===== src/knn_pkg.sv =====
`default_nettype none
// ----------------------------------------------------------------------------
// knn_pkg: shared constants
// Widths, op, label and status codes, and the reset value of k for the
// one-dimensional nearest-neighbor vote classifier.
// ----------------------------------------------------------------------------
package knn_pkg;

   localparam int CapacityDefault  = 256;
   localparam int ValueBitsDefault = 32;
   localparam int LabelBits        = 2;
   localparam int CountBits        = 9;
   localparam int KBits            = 4;
   localparam int OpBits           = 1;
   localparam int StatusBits       = 2;

   localparam logic [KBits-1:0] KReset = 4'd3;

   localparam logic [OpBits-1:0] OP_INSERT   = 1'b0;
   localparam logic [OpBits-1:0] OP_CLASSIFY = 1'b1;

   localparam logic [LabelBits-1:0] LABEL_PASS    = 2'd0;
   localparam logic [LabelBits-1:0] LABEL_UNKNOWN = 2'd1;
   localparam logic [LabelBits-1:0] LABEL_FAIL    = 2'd2;

   localparam logic [StatusBits-1:0] ST_OK   = 2'd0;
   localparam logic [StatusBits-1:0] ST_DUP  = 2'd1;
   localparam logic [StatusBits-1:0] ST_FULL = 2'd2;

endpackage : knn_pkg
`default_nettype wire


===== src/knn_if.sv =====
`default_nettype none
// ----------------------------------------------------------------------------
// knn_req_if / knn_rsp_if: ready/valid channels
// Request channel carries op, value and label; response channel carries the
// verdict, status and entry count.
// ----------------------------------------------------------------------------
interface knn_req_if #(
   parameter int VALUE_BITS = knn_pkg::ValueBitsDefault
);
   logic                              valid;
   logic                              ready;
   logic [knn_pkg::OpBits-1:0]        op;
   logic signed [VALUE_BITS-1:0]      sample_value;
   logic [knn_pkg::LabelBits-1:0]     sample_label;

   modport source (output valid, op, sample_value, sample_label, input ready);
   modport sink   (input valid, op, sample_value, sample_label, output ready);
endinterface : knn_req_if

interface knn_rsp_if;
   logic                              valid;
   logic                              ready;
   logic [knn_pkg::LabelBits-1:0]     outcome;
   logic [knn_pkg::StatusBits-1:0]    status;
   logic [knn_pkg::CountBits-1:0]     entry_count;

   modport source (output valid, outcome, status, entry_count, input ready);
   modport sink   (input valid, outcome, status, entry_count, output ready);
endinterface : knn_rsp_if
`default_nettype wire


===== src/knn_seq.sv =====
`default_nettype none
// ----------------------------------------------------------------------------
// knn_seq: sequencer for search, insert shift and neighbor walk
// Drives the single RAM port and separate left and right distance paths. Every
// RAM read is a request state followed by a data state; writes need no data state.
// ----------------------------------------------------------------------------
module knn_seq #(
   parameter int CAPACITY   = knn_pkg::CapacityDefault,
   parameter int VALUE_BITS = knn_pkg::ValueBitsDefault
) (
   input  wire logic                               clock,
   input  wire logic                               reset,
   input  wire logic                               csr_write,
   input  wire logic [knn_pkg::KBits-1:0]          csr_wdata,
   knn_req_if.sink                                 req,
   knn_rsp_if.source                               rsp,
   output logic                                    ram_we,
   output logic [$clog2(CAPACITY)-1:0]             ram_addr,
   output logic [VALUE_BITS+knn_pkg::LabelBits-1:0] ram_wdata,
   input  wire logic [VALUE_BITS+knn_pkg::LabelBits-1:0] ram_rdata
);
   import knn_pkg::*;

   localparam int AW = $clog2(CAPACITY);
   localparam int NW = $clog2(CAPACITY + 1);
   localparam int EW = VALUE_BITS + LabelBits;
   localparam int DW = VALUE_BITS + 1;
   localparam logic [NW-1:0] CapN = NW'(CAPACITY);

   localparam logic [3:0] S_IDLE  = 4'd0;
   localparam logic [3:0] S_BREQ  = 4'd1;
   localparam logic [3:0] S_BDAT  = 4'd2;
   localparam logic [3:0] S_DREQ  = 4'd3;
   localparam logic [3:0] S_DDAT  = 4'd4;
   localparam logic [3:0] S_SREQ  = 4'd5;
   localparam logic [3:0] S_SDAT  = 4'd6;
   localparam logic [3:0] S_WPUT  = 4'd7;
   localparam logic [3:0] S_LREQ  = 4'd8;
   localparam logic [3:0] S_LDAT  = 4'd9;
   localparam logic [3:0] S_RREQ  = 4'd10;
   localparam logic [3:0] S_RDAT  = 4'd11;
   localparam logic [3:0] S_PICK  = 4'd12;
   localparam logic [3:0] S_VOTE  = 4'd13;
   localparam logic [3:0] S_RESP  = 4'd14;

   logic [3:0]            state_ff, state_in;
   logic [KBits-1:0]      k_ff, k_in;
   logic [NW-1:0]         count_ff, count_in;
   logic [OpBits-1:0]     op_ff, op_in;
   logic signed [VALUE_BITS-1:0] val_ff, val_in;
   logic [LabelBits-1:0]  lab_ff, lab_in;
   logic [NW-1:0]         lo_ff, lo_in, hi_ff, hi_in;
   logic [NW-1:0]         idx_ff, idx_in;    // shift cursor
   logic signed [NW:0]    left_ff, left_in;
   logic [NW-1:0]         right_ff, right_in;
   logic [KBits-1:0]      taken_ff, taken_in;
   logic [KBits:0]        fails_ff, fails_in;
   logic [EW-1:0]         lent_ff, lent_in, rent_ff, rent_in;
   logic [LabelBits-1:0]  out_ff, out_in;
   logic [StatusBits-1:0] st_ff, st_in;

   logic [NW-1:0]         mid;
   logic signed [VALUE_BITS-1:0] ent_val;
   logic [LabelBits-1:0]  ent_lab, key_lab;
   logic                  below;
   logic signed [VALUE_BITS-1:0] lval, rval;
   logic [DW-1:0]         ldist, rdist;
   logic                  lv, rv, take_left;
   logic [KBits+1:0]      twice;

   assign mid     = lo_ff + ((hi_ff - lo_ff) >> 1);
   assign ent_val = ram_rdata[EW-1:LabelBits];
   assign ent_lab = ram_rdata[LabelBits-1:0];
   assign key_lab = (op_ff == OP_CLASSIFY) ? LABEL_UNKNOWN : lab_ff;
   assign below   = (ent_val != val_ff) ? (ent_val < val_ff) : (ent_lab < key_lab);

   // Left and right distance paths: exact absolute difference on one extra bit.
   assign lval  = lent_ff[EW-1:LabelBits];
   assign rval  = rent_ff[EW-1:LabelBits];
   assign ldist = (val_ff >= lval) ? DW'({val_ff[VALUE_BITS-1], val_ff} - {lval[VALUE_BITS-1], lval})
                                   : DW'({lval[VALUE_BITS-1], lval} - {val_ff[VALUE_BITS-1], val_ff});
   assign rdist = (val_ff >= rval) ? DW'({val_ff[VALUE_BITS-1], val_ff} - {rval[VALUE_BITS-1], rval})
                                   : DW'({rval[VALUE_BITS-1], rval} - {val_ff[VALUE_BITS-1], val_ff});
   assign lv = !left_ff[NW];
   assign rv = right_ff < count_ff;
   assign take_left = lv && (!rv || (ldist < rdist));
   assign twice = {fails_ff, 1'b0};

   always_comb begin
      state_in = state_ff;
      k_in     = csr_write ? csr_wdata : k_ff;
      count_in = count_ff;
      op_in    = op_ff;
      val_in   = val_ff;
      lab_in   = lab_ff;
      lo_in    = lo_ff;
      hi_in    = hi_ff;
      idx_in   = idx_ff;
      left_in  = left_ff;
      right_in = right_ff;
      taken_in = taken_ff;
      fails_in = fails_ff;
      lent_in  = lent_ff;
      rent_in  = rent_ff;
      out_in   = out_ff;
      st_in    = st_ff;
      ram_we   = 1'b0;
      ram_addr = '0;
      ram_wdata = {val_ff, lab_ff};
      unique case (state_ff)
         S_IDLE: begin
            if (req.valid) begin
               op_in  = req.op;
               val_in = req.sample_value;
               lab_in = req.sample_label;
               lo_in  = '0;
               hi_in  = count_ff;
               out_in = LABEL_UNKNOWN;
               st_in  = ST_OK;
               if (req.op == OP_CLASSIFY &&
                   (count_ff == '0 || NW'(k_ff) > count_ff)) begin
                  state_in = S_RESP;
               end else begin
                  state_in = S_BREQ;
               end
            end
         end
         S_BREQ: begin
            if (lo_ff < hi_ff) begin
               ram_addr = mid[AW-1:0];
               state_in = S_BDAT;
            end else if (op_ff == OP_CLASSIFY) begin
               if (lo_ff == count_ff) begin
                  left_in  = {1'b0, count_ff} - 1'b1;
                  right_in = count_ff;
               end else begin
                  left_in  = {1'b0, lo_ff};
                  right_in = lo_ff + 1'b1;
               end
               taken_in = '0;
               fails_in = '0;
               state_in = S_LREQ;
            end else begin
               state_in = S_DREQ;
            end
         end
         S_BDAT: begin
            if (below) lo_in = mid + 1'b1;
            else       hi_in = mid;
            state_in = S_BREQ;
         end
         S_DREQ: begin
            if (lo_ff < count_ff) begin
               ram_addr = lo_ff[AW-1:0];
               state_in = S_DDAT;
            end else if (count_ff >= CapN) begin
               st_in = ST_FULL;
               state_in = S_RESP;
            end else begin
               idx_in = count_ff;
               state_in = S_SREQ;
            end
         end
         S_DDAT: begin
            if (ent_val == val_ff && ent_lab == lab_ff) begin
               st_in = ST_DUP;
               state_in = S_RESP;
            end else if (count_ff >= CapN) begin
               st_in = ST_FULL;
               state_in = S_RESP;
            end else begin
               idx_in = count_ff;
               state_in = S_SREQ;
            end
         end
         // Shift entries up one place from the top down to the insert point.
         S_SREQ: begin
            if (idx_ff == lo_ff) begin
               state_in = S_WPUT;
            end else begin
               ram_addr = AW'(idx_ff - 1'b1);
               state_in = S_SDAT;
            end
         end
         S_SDAT: begin
            ram_we    = 1'b1;
            ram_addr  = idx_ff[AW-1:0];
            ram_wdata = ram_rdata;
            idx_in    = idx_ff - 1'b1;
            state_in  = S_SREQ;
         end
         S_WPUT: begin
            ram_we   = 1'b1;
            ram_addr = lo_ff[AW-1:0];
            count_in = count_ff + 1'b1;
            state_in = S_RESP;
         end
         S_LREQ: begin
            if (taken_ff == k_ff) begin
               state_in = S_VOTE;
            end else if (lv) begin
               ram_addr = left_ff[AW-1:0];
               state_in = S_LDAT;
            end else begin
               state_in = S_RREQ;
            end
         end
         S_LDAT: begin
            lent_in  = ram_rdata;
            state_in = S_RREQ;
         end
         S_RREQ: begin
            if (rv) begin
               ram_addr = right_ff[AW-1:0];
               state_in = S_RDAT;
            end else begin
               state_in = S_PICK;
            end
         end
         S_RDAT: begin
            rent_in  = ram_rdata;
            state_in = S_PICK;
         end
         S_PICK: begin
            if (!lv && !rv) begin
               state_in = S_VOTE;
            end else begin
               if (take_left) begin
                  if (lent_ff[LabelBits-1:0] == LABEL_FAIL) fails_in = fails_ff + 1'b1;
                  left_in = left_ff - 1'b1;
               end else begin
                  if (rent_ff[LabelBits-1:0] == LABEL_FAIL) fails_in = fails_ff + 1'b1;
                  right_in = right_ff + 1'b1;
               end
               taken_in = taken_ff + 1'b1;
               state_in = S_LREQ;
            end
         end
         S_VOTE: begin
            if (twice > {2'b00, k_ff})      out_in = LABEL_FAIL;
            else if (twice < {2'b00, k_ff}) out_in = LABEL_PASS;
            else                            out_in = LABEL_UNKNOWN;
            state_in = S_RESP;
         end
         S_RESP: begin
            if (rsp.ready) state_in = S_IDLE;
         end
         default: state_in = S_IDLE;
      endcase
   end

   always_ff @(posedge clock) begin
      if (reset) begin
         state_ff <= S_IDLE;
         k_ff     <= KReset;
         count_ff <= '0;
      end else begin
         state_ff <= state_in;
         k_ff     <= k_in;
         count_ff <= count_in;
      end
      op_ff    <= op_in;
      val_ff   <= val_in;
      lab_ff   <= lab_in;
      lo_ff    <= lo_in;
      hi_ff    <= hi_in;
      idx_ff   <= idx_in;
      left_ff  <= left_in;
      right_ff <= right_in;
      taken_ff <= taken_in;
      fails_ff <= fails_in;
      lent_ff  <= lent_in;
      rent_ff  <= rent_in;
      out_ff   <= out_in;
      st_ff    <= st_in;
   end

   assign req.ready       = (state_ff == S_IDLE);
   assign rsp.valid       = (state_ff == S_RESP);
   assign rsp.outcome     = out_ff;
   assign rsp.status      = st_ff;
   assign rsp.entry_count = CountBits'(count_ff);
endmodule : knn_seq
`default_nettype wire


===== src/flat_wrapper.sv =====
// flat-port wrapper written by rule: the top's interface ports become plain ports
module knn_seq_flat import knn_pkg::*;
#(
   parameter int CAPACITY   = knn_pkg::CapacityDefault,
   parameter int VALUE_BITS = knn_pkg::ValueBitsDefault
)
  (clock, reset, csr_write, csr_wdata, ram_we, ram_addr, ram_wdata, ram_rdata, req_valid, req_op, req_sample_value, req_sample_label, req_ready, rsp_valid, rsp_outcome, rsp_status, rsp_entry_count, rsp_ready);
  knn_req_if #(.VALUE_BITS(VALUE_BITS)) req_i ();
  knn_rsp_if rsp_i ();
  input  wire logic clock;
  input  wire logic reset;
  input  wire logic csr_write;
  input  wire logic [knn_pkg::KBits-1:0] csr_wdata;
  output logic ram_we;
  output logic [$clog2(CAPACITY)-1:0] ram_addr;
  output logic [VALUE_BITS+knn_pkg::LabelBits-1:0] ram_wdata;
  input  wire logic [VALUE_BITS+knn_pkg::LabelBits-1:0] ram_rdata;
  input wire logic [$bits(req_i.valid)-1:0] req_valid;
  input wire logic [$bits(req_i.op)-1:0] req_op;
  input wire logic [$bits(req_i.sample_value)-1:0] req_sample_value;
  input wire logic [$bits(req_i.sample_label)-1:0] req_sample_label;
  output wire logic [$bits(req_i.ready)-1:0] req_ready;
  output wire logic [$bits(rsp_i.valid)-1:0] rsp_valid;
  output wire logic [$bits(rsp_i.outcome)-1:0] rsp_outcome;
  output wire logic [$bits(rsp_i.status)-1:0] rsp_status;
  output wire logic [$bits(rsp_i.entry_count)-1:0] rsp_entry_count;
  input wire logic [$bits(rsp_i.ready)-1:0] rsp_ready;
  assign req_i.valid = req_valid;
  assign req_i.op = req_op;
  assign req_i.sample_value = req_sample_value;
  assign req_i.sample_label = req_sample_label;
  assign req_ready = req_i.ready;
  assign rsp_valid = rsp_i.valid;
  assign rsp_outcome = rsp_i.outcome;
  assign rsp_status = rsp_i.status;
  assign rsp_entry_count = rsp_i.entry_count;
  assign rsp_i.ready = rsp_ready;
  knn_seq #(.CAPACITY(CAPACITY), .VALUE_BITS(VALUE_BITS)) u_core (.clock(clock), .reset(reset), .csr_write(csr_write), .csr_wdata(csr_wdata), .req(req_i), .rsp(rsp_i), .ram_we(ram_we), .ram_addr(ram_addr), .ram_wdata(ram_wdata), .ram_rdata(ram_rdata));
endmodule

===== config.mk =====
export PLATFORM = sky130hd
export DESIGN_NAME = knn_seq_flat
export DESIGN_NICKNAME = d
export VERILOG_FILES = /design/src/knn_pkg.sv /design/src/knn_if.sv /design/src/knn_seq.sv /design/src/flat_wrapper.sv
export SDC_FILE = /design/constraint.sdc
export NUM_CORES = 1
export LEC_CHECK = 0
export BUFFER_PORTS_ARGS = -buffer_cell sky130_fd_sc_hd__buf_2
export CAP_MARGIN = 5
export CORE_AREA = 2 2 183 185
export CTS_CLUSTER_SIZE = 10
export DETAILED_ROUTE_END_ITERATION = 10
export DIE_AREA = 0 0 185 187
export MAX_ROUTING_LAYER = met4
export PLACE_DENSITY = 0.74
export SLEW_MARGIN = 40
export SYNTH_ARGS = -nofsm -noshare
export SYNTH_HDL_FRONTEND = slang
export SYNTH_SLANG_ARGS = --single-unit

===== constraint.sdc =====
create_clock -name clock -period 12.45 [get_ports clock]
set_clock_uncertainty 0.2 [all_clocks]
set_input_delay 1.245 -clock clock [delete_from_list [all_inputs] [get_ports clock]]
set_output_delay 1.245 -clock clock [all_outputs]
set_load 0.03 [all_outputs]

==> impl_summary.log <==
INFO  metric outcome = finished clean
INFO  metric floorplan.die.width = 185 um
INFO  metric required = 12.39 ns
INFO  metric post-route-cell-area = 19400 um^2
INFO  metric design.die.area = 34600 um^2
INFO  metric placementRows = 67
INFO  metric setup_violations = 0
INFO  metric combinationalPowerShare = 68.4%
INFO  metric yosys_register_bits = 179
INFO  metric cts_max_level = 4
INFO  metric hold_end = u_core.k_ff[0]
INFO  metric r2r_setup_slack = 5.91 ns
INFO  metric ys_types = 75
INFO  metric power.net_switching = 2600 uW
INFO  metric critical-path-slowest-cell = or4b_2
INFO  metric final-seq-area = 5200 um^2
INFO  metric synth-main-ff-cell = edfxtp_1
INFO  metric postCtsSetupRepairBufs = 0
INFO  metric cellLeakagePower = 0.00853 uW
INFO  metric critical-path-max-stage-delay = 0.76 ns
INFO  metric switching_share = 51.6%
INFO  metric synth.yosys.seq_area_share = 29.2%
INFO  metric drtAntennaViolNets = 0
INFO  metric clock_transition_at_the_registers_of_the_reported_paths = 0.08 ns
INFO  metric detailroute.via_count = 16500
INFO  metric grt_antenna_before_repair = 3
INFO  metric gp_congestion = 1.06
INFO  metric share_clk_of_total_power = 11.4%
INFO  metric cts_root_buf = clkbuf_16
INFO  metric postCtsResizedCells = 0
INFO  metric power = 5030 uW
INFO  metric hold_path_depth = 2
INFO  metric timing_hold_violations_final = 0
INFO  metric drt_iter0_drc = 1720
INFO  metric critical_path.cell_chain = ha_1 > nand4_1 > or4b_2 > o22ai_1 > a2bb2oi_2 > or2_4 > a21oi_1 > a221oi_1 > xnor2_1 > ha_1 > a21o_1 > a21o_1 > a21oi_1 > o21ai_0 > a211oi_1 > o31ai_1 > a311oi_1 > buf_4 > and3b_1 > o31a_1
INFO  metric drv_cap = 0
INFO  metric synth.cell_area = 17800 um^2
INFO  metric hp-class = reg2reg
INFO  metric fin_worst_hold_slack = 0.373 ns
INFO  metric hold_path_startpoint = u_core.k_ff[0]
INFO  metric r2r_start = u_core.val_ff[22]
INFO  metric rsz_0062_raised_after_global_routing = no
INFO  metric critPathCaptureType = register
INFO  metric fmax = 153 MHz
INFO  metric grt_first_pass_wirelength = 87700 um
INFO  metric reg2reg_to = u_core.fails_ff[4]
INFO  metric place.port_buffers = 135
INFO  metric floorplan.die.height = 187 um
INFO  metric post-dp-hpwl = 46300 um
INFO  metric routed_wire_length_per_instance = 22.2 um
INFO  metric max_slew.worst_pin.slew = 0.842 ns
INFO  metric power.share.sequential = 20.2%
INFO  metric final_nets = 2463
INFO  metric ir_drop = 434 uV
INFO  metric multi_input_comb_area = 11600 um^2
INFO  metric cts_made_buffers = 17
INFO  metric design.core.area = 32900 um^2
INFO  metric syn2layout_area_growth = 9.24%
INFO  metric post_route_cells_drive_above_1_share = 10.2%
INFO  metric p_int = 2440 uW
INFO  metric synth-warning-count = 0
INFO  metric final-max-slew-violation-count = 0
INFO  metric grt_overflow = 0
INFO  metric globalRouteTotalUtil = 34.0%
INFO  metric worstSkewPairLatency = 0.46 ns
INFO  metric nFillCells = 2974
INFO  metric power_density = 259 nW/um^2
INFO  metric synth_nets = 2387
INFO  metric timing.final.crit_share = 52.6%
INFO  metric number_of_remaining_drc_errors = 0
INFO  metric design.portCount = 136
INFO  metric first_global_vias = 15800
INFO  metric tritoncts = built
INFO  metric worstPathArrival = 6.49 ns
INFO  metric clockBufferDepth = 2
INFO  metric synthCells = 2058
INFO  metric setup_tns = 0 ns
INFO  metric cts.hold.buffers_added = 0
INFO  metric ys_async_sr_fraction = 0%
INFO  metric placement.cell_area = 18800 um^2
INFO  metric total_routed_length = 57600 um
INFO  metric timing.critical_path.fanout_max = 43
INFO  metric reg2regPathDepth = 20
INFO  metric grt_max_degree = 46
INFO  metric clkSinkCount = 179
INFO  metric via_per_inst = 6.35
INFO  metric start_kind = register
INFO  metric synth.avg_cell_area = 8.65 um^2
INFO  metric floorplan.initialDensity = 54.2%
INFO  metric max-slew-margin-rel = 43.1%
INFO  metric fin_crit = 6.54 ns
INFO  metric drt_pre_antenna_iters = 6
INFO  metric synth_enable_flop_cells = 162
INFO  metric critical_path_class = reg2reg
-- area by class of cell --
| class | instances | area share [%] |
|---|---|---|
| tap | 448 | 2.88 |
| antenna | 3 | 0.0386 |
| clock buffer | 17 | 2.19 |
| timing repair buffer | 150 | 4.13 |
| clock inverter | 15 | 0.991 |
| inverter | 169 | 3.26 |
| sequential | 179 | 26.8 |
| multi-input combinational | 1617 | 59.7 |
-- registers in the layout, indices dropped and copies added (netlist names) --
name	cells
u_core.k_ff	4
u_core.state_ff	4
u_core.idx_ff	9
u_core.hi_ff	9
u_core.rsp.status	2
u_core.taken_ff	4
u_core.left_ff	10
u_core.op_ff	1
u_core.fails_ff	5
u_core.right_ff	9
u_core.lo_ff	9
u_core.rsp.outcome	2
u_core.rsp.entry_count	9
u_core.val_ff	32
u_core.lent_ff	34
u_core.rent_ff	34
u_core.lab_ff	2
-- worst max-delay path, delay by kind of cell (launching register included) --
family / cells / cell delay, ns
flip-flops: 1 / 0.43
AND/OR/NAND/NOR: 4 / 1.75
AO/OA/AOI/OAI: 12 / 2.68
buffers and inverters: 1 / 0.23
XOR/XNOR: 1 / 0.15
adder cells (fa/ha/maj): 2 / 0.76
-- cell usage after synthesis, types with 5 or more instances --
cell type | count | share of area (%)
a2111oi_0 | 5 | 0.25
a211oi_1 | 20 | 0.84
a21boi_0 | 5 | 0.21
a21o_1 | 104 | 4.4
a21oi_1 | 169 | 4.8
a221o_1 | 13 | 0.73
a221oi_1 | 9 | 0.44
a31oi_1 | 18 | 0.63
and2_1 | 10 | 0.35
and3_1 | 8 | 0.28
and4_1 | 7 | 0.34
buf_1 | 6 | 0.13
buf_2 | 11 | 0.31
clkbuf_1 | 71 | 1.5
dfxtp_1 | 17 | 1.9
edfxtp_1 | 162 | 27
fa_1 | 6 | 0.67
ha_1 | 245 | 17
inv_1 | 169 | 3.6
mux2_2 | 5 | 0.32
mux2i_1 | 27 | 1.5
nand2_1 | 182 | 3.8
nand2b_1 | 20 | 0.70
nand3_1 | 34 | 0.96
nand4_1 | 51 | 1.8
nor2_1 | 116 | 2.4
nor2b_1 | 28 | 0.98
nor3_1 | 34 | 0.96
nor4_1 | 12 | 0.42
o211ai_1 | 28 | 1.2
o21a_1 | 18 | 0.76
o21ai_0 | 158 | 4.4
o21bai_1 | 26 | 1.1
o221ai_1 | 6 | 0.30
o22ai_1 | 6 | 0.21
o31a_1 | 8 | 0.39
o31ai_1 | 15 | 0.63
or2_2 | 8 | 0.28
or3_1 | 15 | 0.53
or4_1 | 6 | 0.25
xnor2_1 | 93 | 4.6
xor2_1 | 48 | 2.4
-- how the worst max path moves through the flow --
stage,cells past startpoint,startpoint,slack (ns),to
CTS,20,u_core.val_ff[22],5.98,u_core.fails_ff[4]
global placement,20,u_core.val_ff[14],5.86,u_core.right_ff[6]
finish,20,u_core.val_ff[22],5.91,u_core.fails_ff[4]
detailed placement,20,u_core.val_ff[22],6.02,u_core.fails_ff[2]
global route,21,u_core.val_ff[22],5.51,u_core.left_ff[8]
floorplan,22,u_core.val_ff[28],6.45,u_core.left_ff[0]
-- metal layers --
metal	track usage [%]	share of wire, %
met2	52.5	46
met5	-	0
met4	16.2	4.8
met3	4.71	7.9
met1	43.9	41
-- stage by stage --
stage                     cells  utilization (%)  setup WS, ns
after floorplan            2058                -          6.45
final                      2598             59.2          5.91
after detailed placement   2563             57.2          6.02
after global routing       2598             59.2          5.51
after CTS                  2595             59.1          5.98
after global placement     2561             57.1          5.86
-- kinds of logic (layout without fill, tap and decap cells) --
logic type	after synthesis	in the layout	synth area share (%)
buffers and inverters	262	351	5.77
XOR/XNOR	141	141	6.94
flip-flops	179	179	29.2
AO/OA/AOI/OAI	650	650	23.5
adder cells (fa/ha/maj)	251	251	17.9
AND/OR/NAND/NOR	542	542	14.7
multiplexers	33	33	1.96
other	0	3	0
-- power by group through the flow --
stage / Sequential (uW) / Combinational, uW / Clock [uW]
floorplan: 950 / 2490 / 0
global placement: 1020 / 3280 / 0
detailed placement: 1020 / 3350 / 0
CTS: 1010 / 3380 / 577
global route: 1030 / 3740 / 598
finish: 1020 / 3440 / 573
-- cells in the final DEF (no fill, tap or decap), types with 6 or more instances in the layout --
master and count:
nand3_1 34, o21ai_0 157, nand2b_1 20, o21a_1 18, buf_2 135, a221o_1 13, nor2_1 114, nor2b_1 28
and4_1 7, o31ai_1 15, clkbuf_16 17, and3_1 8, and2_1 9, or2_2 8, nor3_1 31, o31a_1 8
a221oi_1 9, a31oi_1 18, a21oi_1 168, a21o_1 104, fa_1 6, o221ai_1 6, mux2i_1 27, xnor2_1 93
or4_1 6, o21bai_1 25, buf_4 13, ha_1 245, nand2_1 182, nor4_1 12, inv_1 169, dfxtp_1 17
a211oi_1 20, xor2_1 48, o211ai_1 28, nand4_1 51, or3_1 15, edfxtp_1 162
Note: power is estimated with default switching activity, not from simulation.
